File: src/rtl/vwd_pkg.sv
// ----------------------------------------------------------------------------
// vwd_pkg
// Types, sizes and the IEEE compare shared by the vertex weld table.
// ----------------------------------------------------------------------------
package vwd_pkg;

  localparam int TableDepth = 256;
  localparam int IdxW       = $clog2(TableDepth);
  localparam int CntW       = $clog2(TableDepth + 1);
  localparam int OutIdxW    = 8;
  localparam int Comps      = 8;

  typedef struct packed {
    logic        start_of_mesh;
    logic [31:0] pos_x;
    logic [31:0] pos_y;
    logic [31:0] pos_z;
    logic [31:0] nrm_x;
    logic [31:0] nrm_y;
    logic [31:0] nrm_z;
    logic [31:0] tex_u;
    logic [31:0] tex_v;
  } in_item_t;

  typedef struct packed {
    logic [OutIdxW-1:0] vertex_index;
    logic               was_inserted;
    logic               table_overflow;
  } out_item_t;

  typedef logic [Comps*32-1:0] corner_t;

  function automatic logic is_nan(input logic [31:0] a);
    is_nan = (a[30:0] > 31'h7F800000);
  endfunction

  function automatic logic ieee_eq(input logic [31:0] a, input logic [31:0] b);
    logic zero_pair;
    zero_pair = ((a[30:0] | b[30:0]) == 31'd0);
    ieee_eq = !is_nan(a) && !is_nan(b) && (zero_pair || (a == b));
  endfunction

endpackage

File: src/rtl/vwd_cell.sv
// ----------------------------------------------------------------------------
// vwd_cell
// One table slot: holds an entry and compares it with the broadcast corner.
// ----------------------------------------------------------------------------
module vwd_cell (
  input  logic                 clk,
  input  logic [vwd_pkg::IdxW-1:0] cell_idx,
  input  logic [vwd_pkg::CntW-1:0] count,
  input  vwd_pkg::corner_t     corner,
  input  logic                 cmp_en,
  input  logic                 wr_en,
  input  logic [vwd_pkg::IdxW-1:0] wr_idx,
  output logic                 match_r
);
  import vwd_pkg::*;

  corner_t entry_r;
  logic    all_eq;
  logic    match_nxt;

  always_comb begin
    all_eq = 1'b1;
    for (int k = 0; k < Comps; k++) begin
      all_eq = all_eq & ieee_eq(entry_r[k*32 +: 32], corner[k*32 +: 32]);
    end
    // slot only counts once written in this mesh
    match_nxt = all_eq && ({1'b0, cell_idx} < count);
  end

  always_ff @(posedge clk) begin
    if (wr_en && (wr_idx == cell_idx)) begin
      entry_r <= corner;
    end
    if (cmp_en) begin
      match_r <= match_nxt;
    end
  end

endmodule

File: config.mk
export PLATFORM = sky130hd
export DESIGN_NAME = vwd_cell
export DESIGN_NICKNAME = d
export VERILOG_FILES = /design/src/rtl/vwd_pkg.sv /design/src/rtl/vwd_cell.sv
export SDC_FILE = /design/constraint.sdc
export NUM_CORES = 1
export LEC_CHECK = 0
export ABC_AREA = 1
export BUFFER_PORTS_ARGS = -buffer_cell sky130_fd_sc_hd__clkbuf_2
export CAP_MARGIN = 10
export CORE_MARGIN = 1
export CORE_UTILIZATION = 55
export CTS_CLUSTER_SIZE = 10
export DETAILED_ROUTE_END_ITERATION = 10
export PLACE_DENSITY = 0.75
export SYNTH_ARGS = -nofsm -noshare
export SYNTH_HDL_FRONTEND = slang
export SYNTH_SLANG_ARGS = --single-unit
File: constraint.sdc
create_clock -name clk -period 99.4 [get_ports clk]
set_input_delay 19.88 -clock clk [delete_from_list [all_inputs] [get_ports clk]]
set_output_delay 19.88 -clock clk [all_outputs]
set_load 0.03 [all_outputs]
==> impl_metrics.json <==
{
  "outcome": "finished clean",
  "viasPerCell": 4.99,
  "startpoint_type": "primary input",
  "starting_density_pct": 56.3,
  "track_usage_pct": 25.0,
  "post_synth.cell_area_avg_um2": 8.95,
  "floorplan.io_pins": 285,
  "die_width_um": 174,
  "gpl.final_weighted_congestion": 0.911,
  "die_area_mm2": 0.0303,
  "portBuffers": 284,
  "power.share.clock_pct": 40.3,
  "regToRegEndpoint": "match_r",
  "hold_ws_ns": 1.05,
  "timing.hold.worst_path_depth": 7,
  "combPwrFrac_pct": 8.9,
  "holdCritStartpoint": "entry_r[2]",
  "synthesis.yosys.warnings": 0,
  "async_reset_ff_share_pct": 0,
  "pwr_density_cell_mw_per_mm2": 12.4,
  "ys_types": 20,
  "grt.overflow.total": 0,
  "routed_wirelength_um": 37300,
  "detail_route.iter0.violations": 753,
  "power_spent_charging_and_discharging_nets_uw": 52.6,
  "critPathMaxFanout": 161,
  "syn2layout_area_growth_pct": 17.1,
  "fin_skew_ns": 0.00916,
  "synth_area_mm2": 0.0163,
  "clk-insertion-delay-late_ns": 0.55,
  "cts_num_sinks": 257,
  "via_count_of_the_first_global_routing_pass": 13300,
  "postCtsSetupRepairBufs": 0,
  "route.detailed.drc": 0,
  "finalInstanceArea_mm2": 0.0190,
  "rsz0062_at_grt": "no",
  "synthesis.instances": 1816,
  "hold_path.class": "flip-flop to flip-flop",
  "grt_antenna_before_repair": 10,
  "cell_int_power_uw": 184,
  "total_power_uw": 237,
  "yosysSeqAreaShare_pct": 47.5,
  "clock_tree_from_tritoncts": "yes",
  "report.final.setup_viol": 0,
  "route.antenna.remaining_nets": 0,
  "post-synth-top-count-cell": "sky130_fd_sc_hd__inv_1",
  "finalWorstPathRequiredPeriod_ns": 22.30,
  "worst_setup_hold_path_clk_slew_ns": 0.05,
  "endpoint_kind": "flip-flop",
  "maximum_number_of_pins_on_one_net_before_global_route_repair": 162,
  "post-synth-top-area-fraction_pct": 47.5,
  "nets": 2674,
  "grt_pass1_wl_um": 60900,
  "final_layout_size_suffix_gt1_share_pct": 14.9,
  "max_cap_violations": 0,
  "vdd.ir_drop.worst_v": 0.0000108,
  "pwr-share-seq_pct": 50.8,
  "postCtsHoldBufs": 0,
  "final_max_slew_viol_count": 0,
  "maxClockFrequency_mhz": 44.8,
  "synth_enable_flop_cells": 257,
  "reg2reg_setup_slack_ns": 97.37,
  "h-tree-depth": 1,
  "top_cells_by_area_synth": "sky130_fd_sc_hd__edfxtp_1, sky130_fd_sc_hd__ha_1, sky130_fd_sc_hd__inv_1",
  "pre_antenna_drt_iters": 7,
  "r2r_start": "entry_r[137]",
  "worst-endpoint-required_ns": 99.56,
  "final_total_negative_setup_slack_ns": 0,
  "worst-slew-pin-transition_ns": 1.07,
  "cts.repair.resized": 0,
  "synth_top_cell_by_area": "sky130_fd_sc_hd__edfxtp_1",
  "timing_worst_setup_path_type": "primary input to flip-flop",
  "placeableCoreArea_mm2": 0.0289,
  "die_y_um": 174,
  "relative_slew_margins_pct": 28.6,
  "portion_of_the_clock_cycle_consumed_by_the_worst_path_in_the_final_layout_pct": 22.4,
  "dp_hpwl_um": 30200,
  "worst_r2r_path_depth": 11,
  "num_rows": 62,
  "yosys_most_used_dff": "sky130_fd_sc_hd__edfxtp_1",
  "clock_path_buffers": 3,
  "hold-path-endpoint": "match_r",
  "synth_seq_cells": 257,
  "worstPathArrival_ns": 22.46,
  "switching_share_of_total_power_pct": 22.2,
  "num_vias": 12600,
  "cts-buffers-inserted": 30,
  "detailed_place.area_mm2": 0.0182,
  "wl_per_cell_um": 14.7,
  "leakage_nw": 9.75,
  "hold_viol": 0,
  "critical_path.startpoint": "cell_idx[4]",
  "synth.top_cells.by_count": "sky130_fd_sc_hd__inv_1, sky130_fd_sc_hd__nor2_1, sky130_fd_sc_hd__edfxtp_1",
  "cts_root_buffer": "sky130_fd_sc_hd__clkbuf_16",
  "synth_nets": 2355
}
-- metrics by stage --
| stage | worst slack [ns] | std cells | utilization (%) |
|---|---|---|---|
| after CTS | 77.06 | 2527 | 65.9 |
| after global routing | 76.85 | 2532 | 65.9 |
| after detailed placement | 76.47 | 2487 | 63.1 |
| after global placement | 76.53 | 2487 | 63.1 |
| final | 77.10 | 2535 | 66.0 |
| after floorplan | 53.59 | 1816 | - |
-- sequential cells by signal, indices dropped and copies added, names as in the netlist --
signal and cells:
entry_r 256, match_r 1
-- final cells by class --
type | count | area (um2)
Fill cell | 2407 | 9820
Sequential cell | 257 | 7720
Multi-Input combinational cell | 999 | 6450
Inverter | 560 | 2100
Timing Repair Buffer | 287 | 1460
Clock buffer | 36 | 795
Tap cell | 384 | 480
Antenna cell | 8 | 20.0
Clock inverter | 4 | 15.0
-- cells in the final DEF (no fill, tap or decap), types with 2 or more instances in the layout --
master,netlist,final
sky130_fd_sc_hd__nand3_1,76,76
sky130_fd_sc_hd__clkbuf_16,0,31
sky130_fd_sc_hd__diode_2,0,8
sky130_fd_sc_hd__nand2_1,203,203
sky130_fd_sc_hd__nor3_1,7,7
sky130_fd_sc_hd__and2_1,7,7
sky130_fd_sc_hd__nor2_1,321,321
sky130_fd_sc_hd__inv_1,560,560
sky130_fd_sc_hd__clkinv_1,0,4
sky130_fd_sc_hd__nand4_1,111,111
sky130_fd_sc_hd__xor2_1,3,3
sky130_fd_sc_hd__edfxtp_1,257,257
sky130_fd_sc_hd__buf_4,0,2
sky130_fd_sc_hd__ha_1,255,255
sky130_fd_sc_hd__a21oi_1,5,5
sky130_fd_sc_hd__xnor2_1,2,2
sky130_fd_sc_hd__clkbuf_2,0,284
sky130_fd_sc_hd__clkbuf_1,0,5
sky130_fd_sc_hd__o21ai_0,2,2
-- power groups by stage --
stage / combinational (mW) / sequential, mW / clock [mW]
2_1_floorplan: 0.00989 / 0.123 / 0
3_3_place_gp: 0.0199 / 0.122 / 0
3_5_place_dp: 0.0210 / 0.122 / 0
4_1_cts: 0.0212 / 0.120 / 0.0979
5_1_grt: 0.0244 / 0.120 / 0.101
6_report: 0.0211 / 0.120 / 0.0953
-- kinds of logic (layout without fill, tap and decap cells) --
group                    Yosys count  count (layout)  synth area share [%]
AND/OR/NAND/NOR                  727             727                  19.3
buffers and inverters            560             887                  12.9
flip-flops                       257             257                  47.5
adder cells (fa/ha/maj)          255             255                  19.6
AO/OA/AOI/OAI                     12              12                 0.431
XOR/XNOR                           5               5                 0.269
other                              0               8                     0
-- worst max-delay path by stage --
| stage | endpoint | slack [ns] |
|---|---|---|
| final | entry_r[138] | 77.10 |
| after global routing | entry_r[136] | 76.85 |
| after CTS | entry_r[132] | 77.06 |
| after detailed placement | entry_r[132] | 76.47 |
| after global placement | entry_r[134] | 76.54 |
| after floorplan | entry_r[0] | 53.59 |
-- per-layer routing --
layer,track usage (%),up-vias,wire (um)
met5,0,-,13
met4,10.1,2,1530
met3,4.94,99,2450
met2,44.3,358,18200
met1,29.6,5766,15100
li1,-,6414,-
-- critical path: stages --
cell and delay, ns:
sky130_fd_sc_hd__clkbuf_2 0.09, sky130_fd_sc_hd__inv_1 0.06, sky130_fd_sc_hd__o21ai_0 0.07, sky130_fd_sc_hd__a221oi_1 0.23, sky130_fd_sc_hd__nand3_1 0.14, sky130_fd_sc_hd__nor4_2 0.30, sky130_fd_sc_hd__buf_12 0.61, sky130_fd_sc_hd__buf_4 0.94
(Power assumes the default switching activity.)
